==> src/rtl/core/tbrcs_pkg.sv <==
// package for the table row/column sum block
// widths, register indexes, entry kinds, controller states and the cell control word
// no dependencies
package tbrcs_pkg;

    localparam int ELEM_W     = 16;
    localparam int SUM_W      = 32;
    localparam int ROW_W      = 11;
    localparam int COL_W      = 6;
    localparam int KIND_W     = 2;
    localparam int CFG_IDX_W  = 1;
    localparam int CFG_DATA_W = 11;

    localparam int MAX_COLS_DEF = 32;
    localparam int MAX_ROWS     = 1024;

    localparam logic [CFG_IDX_W-1:0] REG_NUM_ROWS = 1'd0;
    localparam logic [CFG_IDX_W-1:0] REG_NUM_COLS = 1'd1;

    localparam logic [KIND_W-1:0] KIND_ELEM  = 2'd0;
    localparam logic [KIND_W-1:0] KIND_ROW   = 2'd1;
    localparam logic [KIND_W-1:0] KIND_COL   = 2'd2;
    localparam logic [KIND_W-1:0] KIND_GRAND = 2'd3;

    typedef enum logic [1:0] {
        ST_IDLE,
        ST_ROW,
        ST_COL,
        ST_GRAND
    } t_state;

    typedef struct packed {
        logic clear;
        logic add;
        logic shift;
        logic wrap;
    } t_cell_ctl;

endpackage

==> src/rtl/core/tbrcs_if.sv <==
// valid/ready channels of the table row/column sum block
// depends on tbrcs_pkg
interface tbrcs_in_if import tbrcs_pkg::*; ();
    logic                     valid;
    logic                     ready;
    logic signed [ELEM_W-1:0] element_value;

    modport source (output valid, output element_value, input ready);
    modport sink (input valid, input element_value, output ready);
endinterface

interface tbrcs_out_if import tbrcs_pkg::*; ();
    logic                    valid;
    logic                    ready;
    logic signed [SUM_W-1:0] out_value;
    logic [KIND_W-1:0]       entry_kind;
    logic [ROW_W-1:0]        out_row;
    logic [COL_W-1:0]        out_col;
    logic                    last_of_run;

    modport source (output valid, output out_value, output entry_kind, output out_row,
                    output out_col, output last_of_run, input ready);
    modport sink (input valid, input out_value, input entry_kind, input out_row,
                  input out_col, input last_of_run, output ready);
endinterface

==> src/rtl/core/tbrcs_ctrl.sv <==
// sequencer: positions, row and grand sums, output word register
// depends on tbrcs_pkg and tbrcs_if
module tbrcs_ctrl import tbrcs_pkg::*; (
    input  logic             i_clk,
    input  logic             i_rst_n,
    input  logic             i_clear,
    input  logic [ROW_W-1:0] i_rows,
    input  logic [COL_W-1:0] i_cols,
    input  logic [SUM_W-1:0] i_head_acc,
    output t_cell_ctl        o_ctl,
    output logic [SUM_W-1:0] o_value,
    tbrcs_in_if.sink         i_elem,
    tbrcs_out_if.source      o_res
);

    t_state            r_state;
    t_state            n_state;
    logic [ROW_W-1:0]  r_row;
    logic [COL_W-1:0]  r_col;
    logic [SUM_W-1:0]  r_row_acc;
    logic [SUM_W-1:0]  r_grand;

    logic              r_ov;
    logic [SUM_W-1:0]  r_ovalue;
    logic [KIND_W-1:0] r_okind;
    logic [ROW_W-1:0]  r_orow;
    logic [COL_W-1:0]  r_ocol;
    logic              r_olast;

    logic              load_ok;
    logic              accept;
    logic              load;
    logic              col_last;
    logic              row_last;
    logic [SUM_W-1:0]  value;
    logic [SUM_W-1:0]  w_value;
    logic [KIND_W-1:0] w_kind;
    logic [ROW_W-1:0]  w_row;
    logic [COL_W-1:0]  w_col;
    logic              w_last;

    assign value    = {{(SUM_W-ELEM_W){i_elem.element_value[ELEM_W-1]}}, i_elem.element_value};
    assign load_ok  = !r_ov || o_res.ready;
    assign col_last = (r_col == i_cols - COL_W'(1));
    assign row_last = (r_row == i_rows - ROW_W'(1));
    assign accept   = i_elem.valid && i_elem.ready;

    // next state
    always_comb begin
        n_state = r_state;
        case (r_state)
            ST_IDLE:  if (accept && col_last) n_state = ST_ROW;
            ST_ROW:   if (load_ok) n_state = row_last ? ST_COL : ST_IDLE;
            ST_COL:   if (load_ok && col_last) n_state = ST_GRAND;
            ST_GRAND: if (load_ok) n_state = ST_IDLE;
            default:  n_state = ST_IDLE;
        endcase
    end

    // outputs
    always_comb begin
        i_elem.ready = 1'b0;
        load         = 1'b0;
        o_ctl        = '0;
        w_value      = value;
        w_kind       = KIND_ELEM;
        w_row        = r_row;
        w_col        = r_col;
        w_last       = !col_last;
        case (r_state)
            ST_IDLE: begin
                i_elem.ready = load_ok;
                load         = i_elem.valid && load_ok;
                o_ctl.add    = i_elem.valid && load_ok;
                o_ctl.wrap   = col_last;
            end
            ST_ROW: begin
                load    = load_ok;
                w_value = r_row_acc;
                w_kind  = KIND_ROW;
                w_col   = i_cols;
                w_last  = !row_last;
            end
            ST_COL: begin
                load        = load_ok;
                o_ctl.shift = load_ok;
                w_value     = i_head_acc;
                w_kind      = KIND_COL;
                w_row       = i_rows;
                w_last      = 1'b0;
            end
            ST_GRAND: begin
                load        = load_ok;
                o_ctl.clear = load_ok;
                w_value     = r_grand;
                w_kind      = KIND_GRAND;
                w_row       = i_rows;
                w_col       = i_cols;
                w_last      = 1'b1;
            end
            default: begin
                load = 1'b0;
            end
        endcase
        if (i_clear) begin
            o_ctl.clear = 1'b1;
        end
    end

    always_ff @(posedge i_clk) begin
        if (!i_rst_n || i_clear) begin
            r_state   <= ST_IDLE;
            r_row     <= '0;
            r_col     <= '0;
            r_row_acc <= '0;
            r_grand   <= '0;
        end else begin
            r_state <= n_state;
            case (r_state)
                ST_IDLE: begin
                    if (accept) begin
                        r_row_acc <= r_row_acc + value;
                        r_grand   <= r_grand + value;
                        r_col     <= col_last ? '0 : r_col + COL_W'(1);
                    end
                end
                ST_ROW: begin
                    if (load_ok) begin
                        r_row_acc <= '0;
                        r_row     <= row_last ? '0 : r_row + ROW_W'(1);
                    end
                end
                ST_COL: begin
                    if (load_ok) begin
                        r_col <= col_last ? '0 : r_col + COL_W'(1);
                    end
                end
                ST_GRAND: begin
                    if (load_ok) begin
                        r_grand <= '0;
                    end
                end
                default: begin
                    r_col <= '0;
                end
            endcase
        end
    end

    // output word register
    always_ff @(posedge i_clk) begin
        if (!i_rst_n) begin
            r_ov <= 1'b0;
        end else if (load) begin
            r_ov <= 1'b1;
        end else if (o_res.ready) begin
            r_ov <= 1'b0;
        end
    end

    always_ff @(posedge i_clk) begin
        if (load) begin
            r_ovalue <= w_value;
            r_okind  <= w_kind;
            r_orow   <= w_row;
            r_ocol   <= w_col;
            r_olast  <= w_last;
        end
    end

    assign o_value           = value;
    assign o_res.valid       = r_ov;
    assign o_res.out_value   = r_ovalue;
    assign o_res.entry_kind  = r_okind;
    assign o_res.out_row     = r_orow;
    assign o_res.out_col     = r_ocol;
    assign o_res.last_of_run = r_olast;

endmodule

==> src/flat_wrapper.sv <==
// flat-port wrapper written by rule: the top's interface ports become plain ports
module tbrcs_ctrl_flat import tbrcs_pkg::*;
  (i_clk, i_rst_n, i_clear, i_rows, i_cols, i_head_acc, o_ctl, o_value, i_elem_valid, i_elem_element_value, i_elem_ready, o_res_valid, o_res_out_value, o_res_entry_kind, o_res_out_row, o_res_out_col, o_res_last_of_run, o_res_ready);
  tbrcs_in_if i_elem_i ();
  tbrcs_out_if o_res_i ();
  input  logic i_clk;
  input  logic i_rst_n;
  input  logic i_clear;
  input  logic [ROW_W-1:0] i_rows;
  input  logic [COL_W-1:0] i_cols;
  input  logic [SUM_W-1:0] i_head_acc;
  output t_cell_ctl o_ctl;
  output logic [SUM_W-1:0] o_value;
  input wire logic [$bits(i_elem_i.valid)-1:0] i_elem_valid;
  input wire logic [$bits(i_elem_i.element_value)-1:0] i_elem_element_value;
  output wire logic [$bits(i_elem_i.ready)-1:0] i_elem_ready;
  output wire logic [$bits(o_res_i.valid)-1:0] o_res_valid;
  output wire logic [$bits(o_res_i.out_value)-1:0] o_res_out_value;
  output wire logic [$bits(o_res_i.entry_kind)-1:0] o_res_entry_kind;
  output wire logic [$bits(o_res_i.out_row)-1:0] o_res_out_row;
  output wire logic [$bits(o_res_i.out_col)-1:0] o_res_out_col;
  output wire logic [$bits(o_res_i.last_of_run)-1:0] o_res_last_of_run;
  input wire logic [$bits(o_res_i.ready)-1:0] o_res_ready;
  assign i_elem_i.valid = i_elem_valid;
  assign i_elem_i.element_value = i_elem_element_value;
  assign i_elem_ready = i_elem_i.ready;
  assign o_res_valid = o_res_i.valid;
  assign o_res_out_value = o_res_i.out_value;
  assign o_res_entry_kind = o_res_i.entry_kind;
  assign o_res_out_row = o_res_i.out_row;
  assign o_res_out_col = o_res_i.out_col;
  assign o_res_last_of_run = o_res_i.last_of_run;
  assign o_res_i.ready = o_res_ready;
  tbrcs_ctrl u_core (.i_clk(i_clk), .i_rst_n(i_rst_n), .i_clear(i_clear), .i_rows(i_rows), .i_cols(i_cols), .i_head_acc(i_head_acc), .o_ctl(o_ctl), .o_value(o_value), .i_elem(i_elem_i), .o_res(o_res_i));
endmodule
==> config.mk <==
export PLATFORM = sky130hd
export DESIGN_NAME = tbrcs_ctrl_flat
export DESIGN_NICKNAME = d
export VERILOG_FILES = /design/src/rtl/core/tbrcs_pkg.sv /design/src/rtl/core/tbrcs_if.sv /design/src/rtl/core/tbrcs_ctrl.sv /design/src/flat_wrapper.sv
export SDC_FILE = /design/constraint.sdc
export NUM_CORES = 1
export LEC_CHECK = 0
export ABC_AREA = 1
export BUFFER_PORTS_ARGS = -buffer_cell sky130_fd_sc_hd__buf_2
export CELL_PAD_IN_SITES_DETAIL_PLACEMENT = 0
export CELL_PAD_IN_SITES_GLOBAL_PLACEMENT = 1
export CORE_MARGIN = 5
export CORE_UTILIZATION = 38
export CTS_BUF_LIST = sky130_fd_sc_hd__clkbuf_4
export CTS_CLUSTER_SIZE = 20
export DETAILED_ROUTE_END_ITERATION = 8
export PLACE_DENSITY = 0.91
export SYNTH_ARGS = -nofsm -noshare
export SYNTH_HDL_FRONTEND = slang
export SYNTH_SLANG_ARGS = --single-unit
==> constraint.sdc <==
create_clock -name i_clk -period 2.4 [get_ports i_clk]
set_input_delay 0 -clock i_clk [delete_from_list [all_inputs] [get_ports i_clk]]
set_output_delay 0 -clock i_clk [all_outputs]
set_load 0.005 [all_outputs]
* Word-level counts from Yosys, hierarchy flattened
Index checks and enable logic that the tools add are counted.
Widths: inputs -> output; s select.
** Storage, ports and cells
- Output and inout port bits :: 90
- Logic and storage cells :: 81
- Register bits after elaboration :: 136
** Operators by class
- Multiplexer cells :: 30
- Equal/unequal tests :: 11
- Add/subtract/negate cells :: 6
- Reductions and logical operators :: 23
** Operator list (count)
- $pmux 32 s2 :: 2
- $mux 32 :: 3
- $pmux 32 s3 :: 1
- $add 32x32->32 :: 2
- $mux 6 :: 4
- $mux 11 :: 2
- $ne 2x1->1 const B :: 6
- $pmux 6 s2 :: 1
- $add 11x1->11 const B :: 1
- $eq 11x11->1 :: 1
- $sub 11x1->11 const B :: 1
- $mux 2 :: 5
- $reduce_and 3->1 :: 3
- $mux 1 :: 8
- $pmux 2 s4 :: 1
- $reduce_bool 2->1 :: 4
- $add 6x1->6 const B :: 1
- $eq 6x6->1 :: 1
- $pmux 2 s3 :: 1
- $sub 6x1->6 const B :: 1
- $eq 2x2->1 const B :: 2
- $logic_and 1x1->1 :: 4
- $logic_not 1->1 :: 4
- $reduce_and 4->1 :: 1
- other kinds (8) :: 10

* Logic depth before layout (Yosys ltp)
- Depth after elaboration :: 7
- Mapped depth :: 15

* Least setup slack after synthesis
Ideal clock, no wire load.
- Kind :: register to register
- Start point :: reg u_core.r_state[0]
- End point :: reg u_core.r_okind[0], in the netlist u_core.o_res.entry_kind[0] (enable)
- Path slack :: -203 ps
- Period minus slack after synthesis :: 2603 ps
- Arrival time :: 2196 ps
- Stages on the path, launching flop included :: 7
- Required time :: 1993 ps
- Cell sequence :: dfxtp_1 > clkbuf_1 > inv_1 > ha_1 > inv_2 > o21ai_0 > inv_1
** Between the ends
- Cells in the longest elaborated chain, start to end :: 3
- Elaborated cells between the ends (all ways) :: 6
- Classes of those cells :: eq/ne (3); mux (1); reduce/logical (2)
** Ends and longest elaborated chain
- start, declared :: line tbrcs_ctrl.sv:16 : t_state r_state;
- start signal, assigned :: line tbrcs_ctrl.sv:118 : r_state <= n_state;
- $eq 2x1->1 or $eq 2x2->1 (tied branches) :: line tbrcs_ctrl.sv:70 : case (r_state)
- $reduce_or 3->1 (no source line)
- $pmux 1 s2 (*) :: line tbrcs_ctrl.sv:70
- via u_core.load :: line tbrcs_ctrl.sv:32 : logic load;
- end signal, assigned :: line tbrcs_ctrl.sv:164 : r_okind <= w_kind;
- end, declared :: line tbrcs_ctrl.sv:25 : logic [KIND_W-1:0] r_okind;
The timed path passes the listed nets; every way through them passes the cells marked *.
A chain may end at the register's enable or synchronous reset.

* Worst setup path after layout
- Start point :: reg u_core.r_grand[0]
- End point :: reg u_core.r_grand[24]
** Between the ends
- Cells in the longest elaborated chain, start to end :: 3
** Ends and longest elaborated chain
- start, declared :: line tbrcs_ctrl.sv:21 : logic [SUM_W-1:0] r_grand;
- start signal, assigned :: line tbrcs_ctrl.sv:123 : r_grand <= r_grand + value;
- $add 32x32->32 :: line tbrcs_ctrl.sv:123
- $mux 32 :: line tbrcs_ctrl.sv:121 : if (accept) begin
- $pmux 32 s2 :: line tbrcs_ctrl.sv:119 : case (r_state)
Every way passes these cells. The select of a mux whose other input is x is not followed.

==> flow_metrics.env <==
export IMPL_yosys_area_top_type="nand2_1"
export IMPL_crit_top_cell="nand2_1"
export IMPL_start_util_pct=38.6
export IMPL_synth_edf_count=52
export IMPL_dpl_cell_area_um2=11800
export IMPL_worst_hold_path_endpoint="u_core.r_grand[13]"
export IMPL_drtPass1Iterations=7
export IMPL_antenna_found_initial=1
export IMPL_regToRegEndpoint="u_core.r_grand[24]"
export IMPL_synth_simple_gate_area_share_pct=34.7
export IMPL_die_h_um=178
export IMPL_cp_required_ns=2.81
export IMPL_clock_fmax_mhz=442
export IMPL_area_growth_pct=20.1
export IMPL_cts_tree="done"
export IMPL_cp_cell_sequence="ha_1, fa_1, nand3_1, nand2_1, nand2_1, nand2_1, nand2_1, nand2_1, nand2_1, nand3b_1, nand3_1, a21oi_1"
export IMPL_finalWorstPathRequiredPeriod_ns=2.26
export IMPL_cts_buffers=17
export IMPL_synth_mux_area_share_pct=0
export IMPL_fin_crit_sh_pct=94.3
export IMPL_htreeDepth=4
export IMPL_synth_net_count=1843
export IMPL_n_antenna_cell=0
export IMPL_critPathTopFamily="simple AND/OR/NAND/NOR gates"
export IMPL_nFillCells=2941
export IMPL_grt_pass1_vias=10727
export IMPL_ff2ff_setup_slack_ns=0.14
export IMPL_drc=0
export IMPL_design_area_um2=12900
export IMPL_vias=11744
export IMPL_clock_latency_ns=0.56
export IMPL_worstMarginPinSlew_ns=0.794
export IMPL_hold_depth=4
export IMPL_critPathLaunchType="flop"
export IMPL_die_w_um=178
export IMPL_ys_ff_latch=136
export IMPL_clkSinkCount=136
export IMPL_clk_path_buf_depth=2
export IMPL_nets=2041
export IMPL_final_common_cell="nand2_1"
export IMPL_async_flop_share_pct=0
export IMPL_rsz0062_at_grt="no"
export IMPL_syn_area_um2=10700
export IMPL_finalSetupViolations=0
export IMPL_synth_top_family_by_area="simple AND/OR/NAND/NOR gates"
export IMPL_cts_root_buf="clkbuf_4"
export IMPL_p_leak_nw=6.04
export IMPL_yosys_cell_types_count=33
export IMPL_clk_pin_slew_ns=0.12
export IMPL_max_cap_violations=0
export IMPL_grt_usage_pct=23.0
export IMPL_yosys_warnings=0
export IMPL_drive_gt1_share_pct=12.3
export IMPL_ios=160
export IMPL_synth_compound_area_share_pct=14.4
export IMPL_synth_adder_area_share_pct=8.66
export IMPL_syn_inst=1700
export IMPL_yosys_top_cells_area="nand2_1 20%, dfxtp_1 16%, edfxtp_1 15%, ha_1 8.3%, a21oi_1 7.7%"
export IMPL_worstHoldPathType="in -> reg"
export IMPL_vias_per_cell=5.13
export IMPL_overflow=0
export IMPL_ant_nets=0
export IMPL_placement_io_buffers=159
export IMPL_ir_drop_mv=0.282
export IMPL_finalHoldViolations=0
export IMPL_p_per_area_nw_per_um2=444
export IMPL_end_kind="flop"
export IMPL_drt_iter0_drc=981
export IMPL_fin_skew_ns=0.0203
export IMPL_hold_path_startpoint="i_elem_element_value[13]"
export IMPL_setup_tns_ns=0
export IMPL_critPathSlowestCell="fa_1"
export IMPL_yosysTopAreaCellShare_pct=19.8
export IMPL_drt_wl_total_um=37500
export IMPL_postSynthAreaPerCell_um2=6.30
export IMPL_seq_area_frac_synth_pct=30.3
export IMPL_rr_worst_depth=12
export IMPL_place_congestion=0.958
export IMPL_timing_slew_headroom_pct=47.0
export IMPL_crit_type="reg -> reg"
export IMPL_status="finished clean"
export IMPL_hpwl_um=28600
export IMPL_multi_input_area_um2=6360
export IMPL_cp_slowest_stage_delay_ns=0.47
export IMPL_mostFrequentLayoutCells="565 x nand2_1, 189 x inv_1, 165 x a21oi_1, 159 x buf_2, 158 x nor2_1"
export IMPL_grt_start_max_net_pins=65
export IMPL_cp_num_buf_inv=0
export IMPL_synth_ff_type="dfxtp_1"
export IMPL_register_area_um2=3240
export IMPL_wl_per_cell_um=16.4
export IMPL_grt_pass1_wl_um=57600
export IMPL_synth_xor_area_share_pct=1.39
export IMPL_r2r_start="u_core.r_grand[0]"
export IMPL_core_um2=27800
export IMPL_cp_max_fo=5
export IMPL_cp_data_arrival_time_ns=2.67
export IMPL_dieArea_um2=31700
export IMPL_rows=61
export IMPL_drv_slew=0
[repair_timing]
item | in CTS | in global routing
hold buffers | 68 | 0
buffers inserted | 0 | 3
setup endpoints to repair | 0 | 11
resized for setup | 0 | 4
endpoints found under the hold margin | 58 | 0
[tightest hold or removal path: cells and delay by family]
family / cells / cell delay, ns
adder cells (fa/ha/maj): 1 / 0.23
AO/OA/AOI/OAI: 2 / 0.20
buffers and inverters: 1 / 0.15
[report_power, final]
group | switching, mW | leakage (nW) | total, mW | internal (mW)
registers | 0.0720 | 1.19 | 2.58 | 2.50
clock network | 0.969 | 0.168 | 1.80 | 0.829
logic | 0.836 | 4.68 | 1.35 | 0.513
[state kept, by name, summed over array words and instances (netlist names), named ones only]
name,count
u_core.o_res.last_of_run,1
u_core.o_res.entry_kind,2
u_core.o_res.out_row,11
u_core.r_state,1
u_core.r_row_acc,32
u_core.o_res.valid,1
u_core.r_row,11
u_core.r_grand,32
u_core.o_res.out_value,32
u_core.r_col,6
u_core.o_res.out_col,6
[metal layers]
metal | global-route usage [%] | up-vias | routed length (µm)
met1 | 31.3 | 5289 | 17100
li1 | - | 5921 | -
met3 | 4.60 | 48 | 3050
met4 | 5.35 | 2 | 701
met2 | 37.6 | 484 | 16600
met5 | 0 | - | 13
[cells by family (layout without fill, tap and decap cells)]
family,count (synthesis),count (layout)
and+or+nand+nor,911,911
AOI/OAI and AO/OA,296,296
DFF,136,136
xor gates and xnor gates,17,17
buffers and inverters,267,477
adders and majority gates,73,73
[stage by stage]
stage | power, mW | setup slack (ns) | hold WS, ns | util, % | std cells
CTS | 5.73 | 0.0151 | 0.0404 | 46.2 | 2285
global route | 6.01 | 0.000705 | 0.0844 | 46.3 | 2288
floorplan | 3.41 | 0.00689 | 0.0808 | - | 1700
detailed placement | 3.86 | 0.145 | 0.231 | 42.6 | 2186
finish | 5.72 | 0.136 | 0.0618 | 46.3 | 2288
global placement | 3.86 | 0.237 | 0.228 | 42.6 | 2186
[synthesized netlist by cell type (all sizes together) (2+ instances only)]
cell type and instances:
a21boi 6, a21oi 165, a31oi 17, buf 39
clkbuf 33, dfxtp 84, edfxtp 52, fa 2
ha 71, inv 194, nand2 566, nand3 129
nand3b 11, nand4 19, nor2 162, nor3 18
o21a 2, o21ai 98, o21bai 3, or2 6
xnor2 3, xor2 14
[final cells by class]
class	instances	area share, %
multi-input combinational	1297	49.4
sequential	136	25.2
timing repair buffer	251	13.4
inverter	195	5.74
tap	378	3.67
clock inverter	14	1.54
clock buffer	17	0.991
[worst max path at each step]
stage,start,to,slack (ns),cells after the start
finish,u_core.r_grand[0],u_core.r_grand[24],0.14,12
global route,u_core.r_row_acc[0],u_core.r_row_acc[20],0.0007,13
CTS,flop,u_core.o_res.out_value[9],0.02,7
detailed placement,i_rows[0],u_core.o_res.last_of_run,0.15,12
global placement,i_rows[0],u_core.o_res.last_of_run,0.24,13
floorplan,u_core.r_state[0],u_core.o_res.entry_kind[0],0.007,6
Power figures use the tool's default switching activity.
