--- src/rtl/core/tbrcs_pkg.sv ---
// package for the table row/column sum block
// widths, register indexes, entry kinds, controller states and the cell control word
// no dependencies
package tbrcs_pkg;

    localparam int ELEM_W     = 16;
    localparam int SUM_W      = 32;
    localparam int ROW_W      = 11;
    localparam int COL_W      = 6;
    localparam int KIND_W     = 2;
    localparam int CFG_IDX_W  = 1;
    localparam int CFG_DATA_W = 11;

    localparam int MAX_COLS_DEF = 32;
    localparam int MAX_ROWS     = 1024;

    localparam logic [CFG_IDX_W-1:0] REG_NUM_ROWS = 1'd0;
    localparam logic [CFG_IDX_W-1:0] REG_NUM_COLS = 1'd1;

    localparam logic [KIND_W-1:0] KIND_ELEM  = 2'd0;
    localparam logic [KIND_W-1:0] KIND_ROW   = 2'd1;
    localparam logic [KIND_W-1:0] KIND_COL   = 2'd2;
    localparam logic [KIND_W-1:0] KIND_GRAND = 2'd3;

    typedef enum logic [1:0] {
        ST_IDLE,
        ST_ROW,
        ST_COL,
        ST_GRAND
    } t_state;

    typedef struct packed {
        logic clear;
        logic add;
        logic shift;
        logic wrap;
    } t_cell_ctl;

endpackage

--- src/rtl/core/tbrcs_cell.sv ---
// one column cell: column accumulator plus the column token
// depends on tbrcs_pkg
module tbrcs_cell import tbrcs_pkg::*; (
    input  logic             i_clk,
    input  logic             i_rst_n,
    input  t_cell_ctl        i_ctl,
    input  logic             i_home,
    input  logic             i_tok_prev,
    input  logic [SUM_W-1:0] i_value,
    input  logic [SUM_W-1:0] i_acc_next,
    output logic             o_tok,
    output logic [SUM_W-1:0] o_acc
);

    logic             r_tok;
    logic             n_tok;
    logic [SUM_W-1:0] r_acc;
    logic [SUM_W-1:0] n_acc;

    always_comb begin
        n_tok = r_tok;
        n_acc = r_acc;
        if (i_ctl.clear) begin
            n_tok = i_home;
            n_acc = '0;
        end else if (i_ctl.add) begin
            n_tok = i_ctl.wrap ? i_home : i_tok_prev;
            if (r_tok) begin
                n_acc = r_acc + i_value;
            end
        end else if (i_ctl.shift) begin
            n_acc = i_acc_next;
        end
    end

    always_ff @(posedge i_clk) begin
        if (!i_rst_n) begin
            r_tok <= i_home;
            r_acc <= '0;
        end else begin
            r_tok <= n_tok;
            r_acc <= n_acc;
        end
    end

    assign o_tok = r_tok;
    assign o_acc = r_acc;

endmodule

--- config.mk ---
export PLATFORM = sky130hd
export DESIGN_NAME = tbrcs_cell
export DESIGN_NICKNAME = d
export VERILOG_FILES = /design/src/rtl/core/tbrcs_pkg.sv /design/src/rtl/core/tbrcs_cell.sv
export SDC_FILE = /design/constraint.sdc
export NUM_CORES = 1
export LEC_CHECK = 0
export ABC_AREA = 1
export BUFFER_PORTS_ARGS = -buffer_cell sky130_fd_sc_hd__buf_2
export CAP_MARGIN = 20
export CORE_ASPECT_RATIO = 0.7
export CORE_MARGIN = 2
export CORE_UTILIZATION = 40
export DETAILED_ROUTE_END_ITERATION = 7
export PLACE_DENSITY = 0.63
export SLEW_MARGIN = 0
export SYNTH_ARGS = -nofsm -noshare
export SYNTH_HDL_FRONTEND = slang
export SYNTH_SLANG_ARGS = --single-unit
--- constraint.sdc ---
create_clock -name i_clk -period 5.3 [get_ports i_clk]
set_input_delay 0.265 -clock i_clk [delete_from_list [all_inputs] [get_ports i_clk]]
set_output_delay 0.265 -clock i_clk [all_outputs]
set_load 0.02 [all_outputs]
### Yosys cells after proc, flatten, opt, wreduce, memory -nomap -nowiden

Cells that the tools add are included.

* register bits: 33
* input port bits: 72
* output and inout bits: 33
* logic and storage cells: 16

* $add $sub $neg: 1
* equal/unequal tests: 2
* muxes and demuxes: 7
* bitwise logic cells: 1
* reductions and logical operators: 3

Operator list (count)
* 32-bit 2-to-1 mux: 3
* 32-bit adder: 1
* 1-bit 2-to-1 mux: 4
* 3-bit by 1-bit inequality test with 1-bit output, second input constant: 1
* 2-bit by 1-bit inequality test with 1-bit output, second input constant: 1
* 2-bit AND reduction: 1
* 2-bit nonzero test: 1
* 2-bit OR reduction: 1
* 1-bit NOT: 1

### Longest topological paths before layout

Gate-level depths: netlist of run 1.

* depth after elaboration: 4
* gate-level depth with buffers: 13
* mapped depth without buffers: 13

### Worst setup path before layout of run 1

OpenSTA, ideal clock, no wires.

* path kind: register -> register
* start point: register r_acc[0], in the netlist o_acc[0]
* end point: register r_acc[24], in the netlist o_acc[24]
* setup time: 0.136 ns
* data arrival time: 1.779 ns
* slack: 3.385 ns
* stages on the path, launching flop included: 13
* buffers on the path: 0
* clock period less this slack: 1.915 ns
* cells stage by stage: dfxtp_1 -> ha_1 -> fa_1 -> nand3_1 -> nand3_1 -> nand2_1 -> nand2_1 -> nand3_1 -> nand3_1 -> nand2_1 -> nand3_1 -> nand2_1 -> a21oi_2

* longest elaborated chain between the ends: 3

RTL lines
* from (decl): RTL line tbrcs_cell.sv:17 `logic [SUM_W-1:0] r_acc;`
* from (signal assigned): RTL line tbrcs_cell.sv:42 `r_acc <= n_acc;`
* 32-bit adder: RTL line tbrcs_cell.sv:29 `n_acc = r_acc + i_value;`
* 32-bit 2-to-1 mux: RTL line tbrcs_cell.sv:28 `if (r_tok) begin`
* 32-bit 2-to-1 mux: RTL line tbrcs_cell.sv:26 `end else if (i_ctl.add) begin`

Every way passes these cells. The select of a mux whose other input is x is not followed.
A chain may end at the register's enable or synchronous reset.

### Worst setup path after layout of run 1

* start point: register r_acc[0], in the netlist o_acc[0]
* end point: register r_acc[16], in the netlist o_acc[16]

Same word-level chain as after synthesis.

==> results.toml, run 1 <==
[grt]
grt_max_degree = 49
antenna_found_initial = 0
grtUsageMet1_pct = 38.0
met3_usage_pct = 4.72
grtUsageMet2_pct = 32.8
top_usage_layer = "met1"
grt_pass1_wl_mm = 19.8
grtUsageTotal_pct = 23.9
grt_overflow = 0
grt_pass1_vias = 4123

[yosys]
synth_top_area_cell = "nand2_1"
synth-seq-area-share_pct = 17.4
syn-cell-area_sq_um = 3860
synth_nets = 808
ys_ff_latch = 33
synth_commonest_cells = "259 x nand2_1, 110 x inv_1, 77 x nor2_1"
ys_async_sr_fraction_pct = 0
synthTopCellsByArea = "nand2_1 25%, dfxtp_1 17%, inv_1 11%"
ys_types = 32
synth.avg_cell_area_sq_um = 5.48
netlist_instances = 704
yosys_warnings = 0
yosysMostFrequentCell = "nand2_1"
synth-edff-count = 1
synthFlopType = "dfxtp_1"
netlist.area_leader.share_pct = 25.2

[clocking]
cts_buffers = 5
cts_sinks = 33
post_cts_buffers = 0
cts_buffer_depth = 2
cts_resized = 0
cts-root-buf = "clkbuf_16"
cts_tree = "built"
clock_latency_ns = 0.29
htree_levels = 2
cts_hold_buf = 0
cts.clk_slew.worst_paths_ns = 0.06

[place]
numPortBuffers = 104
dp_hpwl_mm = 9.79
place_congestion = 0.924

[timing]
fin_tns_setup_ns = 0
final-setup-viol-count = 0
finClkSkew_ns = 0.00656
finalMaxSlewViolations = 0
tightest_slew_ns = 0.988
grt_setup_unrepaired = "false"
fin_crit_sh_pct = 44.9
slew_headroom_pct = 34.1
period_needed_ns = 2.38
hold_viol = 0
whs_ns = 0.252
fmax_mhz = 420

[floorplanning]
ioPinCount = 105
die_y_um = 86.2
placeableCoreArea_sq_um = 9220
core.rowCount = 29
fp.dieW_um = 121
initial_core_util_pct = 41.9
fp.dieArea_sq_um = 10500

[worst_setup_path]
cp_slowest_stage_delay_ns = 0.50
crit_path_top_delay_cell = "fa_1"
startpoint_type = "flop"
crit_chain = "ha_1, fa_1, nand3_1, nand3_1, nand2_1, nand2_1, a21oi_1, nor2_1, o21ai_1, a21oi_1"
path_class = "flop to flop"
cp.arrival_ns = 2.51
crit_fanout = 4
cp-end-kind = "flop"
required_ns = 5.43

[power]
swShare_pct = 37.3
clock_power_share_pct = 33.9
power.internal_mw = 0.568
power.share.sequential_pct = 30.2
power.switching_mw = 0.338
p_per_area_nw_per_um2 = 194
total_leakage_power_nw = 2.78
combPwrFrac_pct = 36.0
ir_worst_vdd_mv = 0.110

[detailed_routing]
viasPerCell = 4.88
num_vias = 4531
route.detailed.drc = 0
wire_per_inst_um = 13.1
dr.pass1.iters = 5
drt_iter0_markers = 260
antenna_left = 0
finalWirelength_mm = 12.2

[finish]
finalNetCount = 907
diodes = 0
drive_above_1_share_pct = 18.7
post-route-util_pct = 50.6
areaGrowthSynthToFinish_pct = 21.0

[min_path]
hold_class = "input port to flop"

[run]
cap_violations = 0

[run_status]
status = "finished, final reports clean"
[sequential cells by signal, indices dropped and copies added (netlist names)]
name,cells
o_acc,32
o_tok,1
[through the flow]
stage	std cells	instance area, sq um	worst slack [ns]	power, mW
floorplan	704	3860	3.38	0.500
global placement	919	4490	2.48	0.592
detailed placement	919	4490	2.22	0.597
CTS	927	4640	2.52	0.906
global route	928	4670	2.73	0.965
finish	928	4670	2.92	0.906
[metal layers]
layer  share of wire (%)  up-vias
met5                   0        -
met4                0.69        0
met2                  37      138
met1                  55     2004
met3                 7.2        8
li1                    -     2381
[path summary, 6_finish.rpt]
path                                     from         to  slack (ns)  cells after the start
worst max-delay path                 o_acc[0]  o_acc[16]        2.92                     10
worst min-delay path            i_acc_next[1]   o_acc[1]        0.25                      3
worst max register to register       o_acc[0]  o_acc[16]        2.92                     10
worst min register to register      o_acc[25]  o_acc[25]        0.48                      2
[cells by family (layout without fill, tap and decap cells)]
family	Yosys count	after routing	synth area share, %
AOI/OAI and AO/OA	86	86	12.2
xor gates and xnor gates	15	15	3.41
adders and majority gates	32	32	10.6
buffers and inverters	132	232	12.9
DFF	33	33	17.4
muxes	1	1	0.259
and+or+nand+nor	405	405	43.2
[area by class of cell]
type / count / area [sq um]
clock buffer: 6 / 139
clock inverter: 2 / 13.8
fill: 1026 / 4550
inverter: 118 / 443
multi-input combinational: 539 / 2690
sequential: 33 / 671
tap: 124 / 155
timing repair buffer: 106 / 556
[critical path, delay by kind of cell, from the launching register on]
| family | cells | cell delay (ns) |
|---|---|---|
| AND/OR/NAND/NOR | 5 | 0.60 |
| flip-flops | 1 | 0.33 |
| AO/OA/AOI/OAI | 3 | 0.55 |
| adder cells (fa/ha/maj) | 2 | 0.75 |
[power by group through the flow]
stage,Sequential (mW),Clock [mW],Combinational (mW)
floorplan,0.293,0,0.207
global placement,0.278,0,0.314
detailed placement,0.279,0,0.318
CTS,0.273,0.312,0.321
global route,0.275,0.323,0.367
finish,0.273,0.307,0.326
[cells in the final DEF, fill, tap and decap left out, drive strengths merged]
cell type,Yosys,layout
a21o,1,1
o22ai,2,2
mux2i,1,1
nand2,270,270
edfxtp,1,1
xor2,6,6
a31oi,2,2
dfxtp,32,32
nand3b,1,1
nand4,3,3
nor2,81,81
nor3,3,3
nand3,46,46
clkinv,0,2
and2,1,1
o21bai,3,3
inv,118,118
fa,1,1
ha,31,31
clkbuf,9,6
xnor2,9,9
o21ai,26,26
buf,5,106
a21oi,52,52
(Power assumes the default switching activity.)
==> run 2, diff against run 1 <==
--- a/config.mk
+++ b/config.mk
@@ -12,7 +12,7 @@
 export CORE_MARGIN = 2
 export CORE_UTILIZATION = 40
 export DETAILED_ROUTE_END_ITERATION = 7
-export PLACE_DENSITY = 0.63
+export PLACE_DENSITY = 0.65
 export SLEW_MARGIN = 0
 export SYNTH_ARGS = -nofsm -noshare
 export SYNTH_HDL_FRONTEND = slang
==> constraint.sdc (replaced) <==
create_clock -name i_clk -period 2.1 [get_ports i_clk]
set_input_delay 0.105 -clock i_clk [delete_from_list [all_inputs] [get_ports i_clk]]
set_output_delay 0.105 -clock i_clk [all_outputs]
set_load 0.02 [all_outputs]
==> results.toml, run 2 (same netlist as run 1, synthesis figures left out) <==
[run_status]
status = "finished, final reports clean"

[place]
numPortBuffers = 104
place_congestion = 0.916
dp_hpwl_mm = 10.4
dp_slack_ns = 0.0177
place_inst = 931

[detailed_routing]
viasPerCell = 4.84
dr.pass1.iters = 5
wl_met2_mm = 4.70
wl_met1_mm = 7.01
dr_wl_met3_um = 985
antenna_left = 0
route.detailed.drc = 0
drt_iter0_markers = 322
top_layer_used = "met4"
wire_per_inst_um = 13.6
num_vias = 4559
finalWirelength_mm = 12.8

[floorplanning]
die_y_um = 86.2
fp.dieArea_sq_um = 10500
core.rowCount = 29
initial_core_util_pct = 41.9
placeableCoreArea_sq_um = 9220
fp.dieW_um = 121
ioPinCount = 105

[finish]
drive_above_1_share_pct = 21.2
final_common_cell = "nand2_1"
final_cell_mix = "256 x nand2_1, 110 x inv_1, 104 x buf_2, 76 x nor2_1, 43 x a21oi_1"
multi_input_comb_area_sq_um = 2750
finalNetCount = 920
diodes = 0
areaGrowthSynthToFinish_pct = 24.6
largest_register_ffs = 32
n_fill_cell = 1009
seq_area_sq_um = 671
final_cell_count_no_fill = 941

[run]
cap_violations = 0

[clocking]
cts_tree = "built"
clock_latency_ns = 0.28
cts_sinks = 33
cts_hold_buf = 0
htree_levels = 2
cts_buffers = 5
cts.clk_slew.worst_paths_ns = 0.06
cts_buffer_depth = 2
cts-root-buf = "clkbuf_16"

[timing]
period_needed_ns = 1.97
fin_crit_sh_pct = 94.0
fin_ws_ns = 0.126
grt_setup_unrepaired = "true"
hold_viol = 0
finClkSkew_ns = 0.00489
fmax_mhz = 507
slew_headroom_pct = 77.0
final-setup-viol-count = 0
finalMaxSlewViolations = 0
tightest_slew_ns = 0.345

[worst_setup_path]
path_class = "flop to flop"
crit_chain = "ha_2, fa_2, buf_4, nand3_1, nand3_2, nand3_1, nand2_1, nand2_1, nand3_1, nand2_1, a21oi_1"
cp_slowest_stage_delay_ns = 0.43
cp.arrival_ns = 2.13
crit_path_top_delay_cell = "fa_2"
cp-end-kind = "flop"
crit_fanout = 3
required_ns = 2.26
startpoint_type = "flop"

[grt]
grtUsageTotal_pct = 24.6
grt_pass1_vias = 4097
grt_overflow = 0
grt_pass1_wl_mm = 20.3
grt_max_degree = 27
antenna_found_initial = 0

[min_path]
hold_class = "input port to flop"

[power]
p_per_area_nw_per_um2 = 483
ir_worst_vdd_mv = 0.278
total_leakage_power_nw = 2.85
power_mw = 2.32
==> run 2: per-layer routing <==
layer	GRT usage, %	up-vias
met5	0	-
met4	2.61	0
met3	4.26	6
met2	33.6	167
met1	40.3	1984
li1	-	2402
==> run 2: what timing repair did <==
item / in CTS / in global routing
setup endpoints to repair: 0 / 14
resized for setup: 0 / 15
buffers inserted: 0 / 2
==> run 2: path summary, 6_finish.rpt <==
path                                    start         to  slack, ns  cells after the start
worst max-delay path                 o_acc[0]  o_acc[18]       0.13                     11
worst min-delay path            i_acc_next[1]   o_acc[1]       0.09                      3
worst max register to register       o_acc[0]  o_acc[18]       0.13                     11
worst min register to register      o_acc[25]  o_acc[25]       0.48                      2
==> run 2: report_power, final <==
| group | leakage [nW] | switching (mW) | internal (mW) | total, mW |
|---|---|---|---|---|
| clock network | 0.0712 | 0.293 | 0.474 | 0.767 |
| registers | 0.271 | 0.0270 | 0.663 | 0.690 |
| logic | 2.50 | 0.546 | 0.321 | 0.867 |
==> run 2: per-stage QoR <==
stage	util (%)	hold WS [ns]	TNS (ns)	cell area, sq um
floorplan	-	0.264	0	3860
global placement	49.8	0.376	0	4590
detailed placement	49.8	0.384	0	4590
CTS	51.4	0.0892	0	4730
global route	52.2	0.119	-0.0897	4810
finish	52.2	0.0900	0	4810
==> run 2: critical path, delay by kind of cell (launching register included) <==
family                   cells  cell delay, ns
flip-flops                   1            0.32
buffers and inverters        1            0.16
adder cells (fa/ha/maj)      2            0.64
AND/OR/NAND/NOR              7            0.67
AO/OA/AOI/OAI                1            0.05
==> run 2: final cells by class <==
class                   count  share of cell area (%)
repair buffers            119                    13.4
well taps                 124                    3.23
clock buffers               8                    3.05
inverters                 118                    9.21
flip-flops and latches     33                    14.0
multi-input cells         539                    57.1
==> run 3, diff against run 2 <==
--- a/config.mk
+++ b/config.mk
@@ -12,7 +12,7 @@
 export CORE_MARGIN = 2
 export CORE_UTILIZATION = 40
 export DETAILED_ROUTE_END_ITERATION = 7
-export PLACE_DENSITY = 0.65
+export PLACE_DENSITY = 0.63
 export SLEW_MARGIN = 0
 export SYNTH_ARGS = -nofsm -noshare
 export SYNTH_HDL_FRONTEND = slang
==> constraint.sdc (replaced) <==
create_clock -name i_clk -period 2.4 [get_ports i_clk]
set_input_delay 0.12 -clock i_clk [delete_from_list [all_inputs] [get_ports i_clk]]
set_output_delay 0.12 -clock i_clk [all_outputs]
set_load 0.02 [all_outputs]
==> results.toml, run 3 (same netlist as run 1, synthesis figures left out) <==
[worst_setup_path]
r2r_setup_slack_ns = 0.25
crit_path_top_delay_cell = "fa_2"
cp_slowest_stage_delay_ns = 0.42
cp.arrival_ns = 2.37
crit_fanout = 4
startpoint_type = "flop"
r2r-start = "o_acc[0]"
required_ns = 2.61
crit_chain = "ha_1, fa_2, nand3_1, nand3_1, nand2_1, nand2_1, a21oi_2, nand2_1, nand2_1, o21ai_1, a21oi_1"
path_class = "flop to flop"
cp_common_cell = "nand2_1"
setup.worst_path.start = "o_acc[0]"
cp-end-kind = "flop"
ff2ff_path_depth = 11
reg2reg_to = "o_acc[16]"

[timing]
fin_crit_sh_pct = 89.7
hold_viol = 0
final-setup-viol-count = 0
period_needed_ns = 2.15
tightest_slew_ns = 0.599
fmax_mhz = 464
grt_setup_unrepaired = "false"
finClkSkew_ns = 0.00744
fin_tns_setup_ns = 0
finalMaxSlewViolations = 0
fin_ws_ns = 0.246
slew_headroom_pct = 60.0

[run]
cap_violations = 0

[place]
dp_hpwl_mm = 10.6
place_inst = 926
numPortBuffers = 104
place_congestion = 0.965
dp_slack_ns = 0.129

[detailed_routing]
viasPerCell = 4.89
drt_iter0_markers = 325
antenna_left = 0
route.detailed.drc = 0
wire_per_inst_um = 13.9
num_vias = 4568
finalWirelength_mm = 13.0
dr.pass1.iters = 5

[finish]
final_cell_count_no_fill = 934
largest_register_ffs = 32
final_common_cell = "nand2_1"
areaGrowthSynthToFinish_pct = 21.5
n_fill_cell = 1058
diodes = 0
multi_input_comb_area_sq_um = 2700
final_cell_mix = "259 x nand2_1, 110 x inv_1, 104 x buf_2, 77 x nor2_1, 44 x a21oi_1"
seq_area_sq_um = 671
drive_above_1_share_pct = 19.5
finalNetCount = 913

[grt]
grtUsageTotal_pct = 25.2
grt_pass1_wl_mm = 20.5
grt_max_degree = 37
grt_overflow = 0
grt_pass1_vias = 4198
antenna_found_initial = 0

[clocking]
htree_levels = 2
clock_latency_ns = 0.29
cts_buffer_depth = 2
cts.clk_slew.worst_paths_ns = 0.06
cts_tree = "built"
cts-root-buf = "clkbuf_16"
cts_buffers = 5
cts_sinks = 33

[floorplanning]
die_y_um = 86.2
initial_core_util_pct = 41.9
ioPinCount = 105
fp.dieArea_sq_um = 10500
core.rowCount = 29
fp.dieW_um = 121
placeableCoreArea_sq_um = 9220

[min_path]
hold_class = "input port to flop"
worstHoldEndpoint = "o_acc[0]"
min_from = "i_acc_next[0]"
min_path_cells = 3

[power]
p_per_area_nw_per_um2 = 425
ir_worst_vdd_mv = 0.237
total_leakage_power_nw = 2.79

[run_status]
status = "finished, final reports clean"
==> run 3: metrics by stage <==
step | cell area [sq um] | util [%] | total power, mW | hold WS, ns
finish | 4690 | 50.9 | 1.99 | 0.104
global route | 4690 | 50.9 | 2.12 | 0.122
CTS | 4680 | 50.8 | 2.00 | 0.0999
detailed placement | 4540 | 49.2 | 1.34 | 0.401
floorplan | 3860 | - | 1.10 | 0.279
global placement | 4540 | 49.2 | 1.33 | 0.395
==> run 3: worst max-delay path: cells and delay by family, from the launching register on <==
family | cells | cell delay, ns
adder cells (fa/ha/maj) | 2 | 0.70
AO/OA/AOI/OAI | 3 | 0.44
flip-flops | 1 | 0.33
AND/OR/NAND/NOR | 6 | 0.61
==> run 3: worst max path at each step <==
stage	end	slack, ns	depth (start not counted)
3_5_place_dp	o_acc[16]	0.13	11
3_3_place_gp	o_acc[16]	0.20	10
5_1_grt	o_acc[16]	0.05	11
6_report	o_acc[16]	0.25	11
4_1_cts	o_acc[16]	0.1	11
2_1_floorplan	o_acc[24]	0.48	12
==> run 3: where the power goes <==
part | internal, mW | switching [mW]
Combinational | 0.265 | 0.473
Clock | 0.381 | 0.268
Sequential | 0.580 | 0.0241
Total | 1.23 | 0.765
==> run 3: repair_timing <==
item | CTS | global route
resized for setup | 0 | 2
endpoints found under the setup margin | 0 | 1
hold buffers | 0 | 0
setup buffers | 0 | 0
==> run 3: area by class of cell <==
class / count / share of cell area [%]
Tap cell: 124 / 3.31
Clock inverter: 3 / 0.374
Inverter: 118 / 9.45
Timing Repair Buffer: 112 / 12.4
Sequential cell: 33 / 14.3
Multi-Input combinational cell: 539 / 57.5
Clock buffer: 5 / 2.67
==> run 3: per-layer routing <==
metal | global-route usage, % | wire [um] | vias up
li1 | - | - | 2390
met1 | 40.5 | 7110 | 2001
met2 | 34.7 | 4720 | 171
met3 | 4.59 | 1040 | 6
met4 | 3.87 | 82 | 0
met5 | 0 | 0 | -
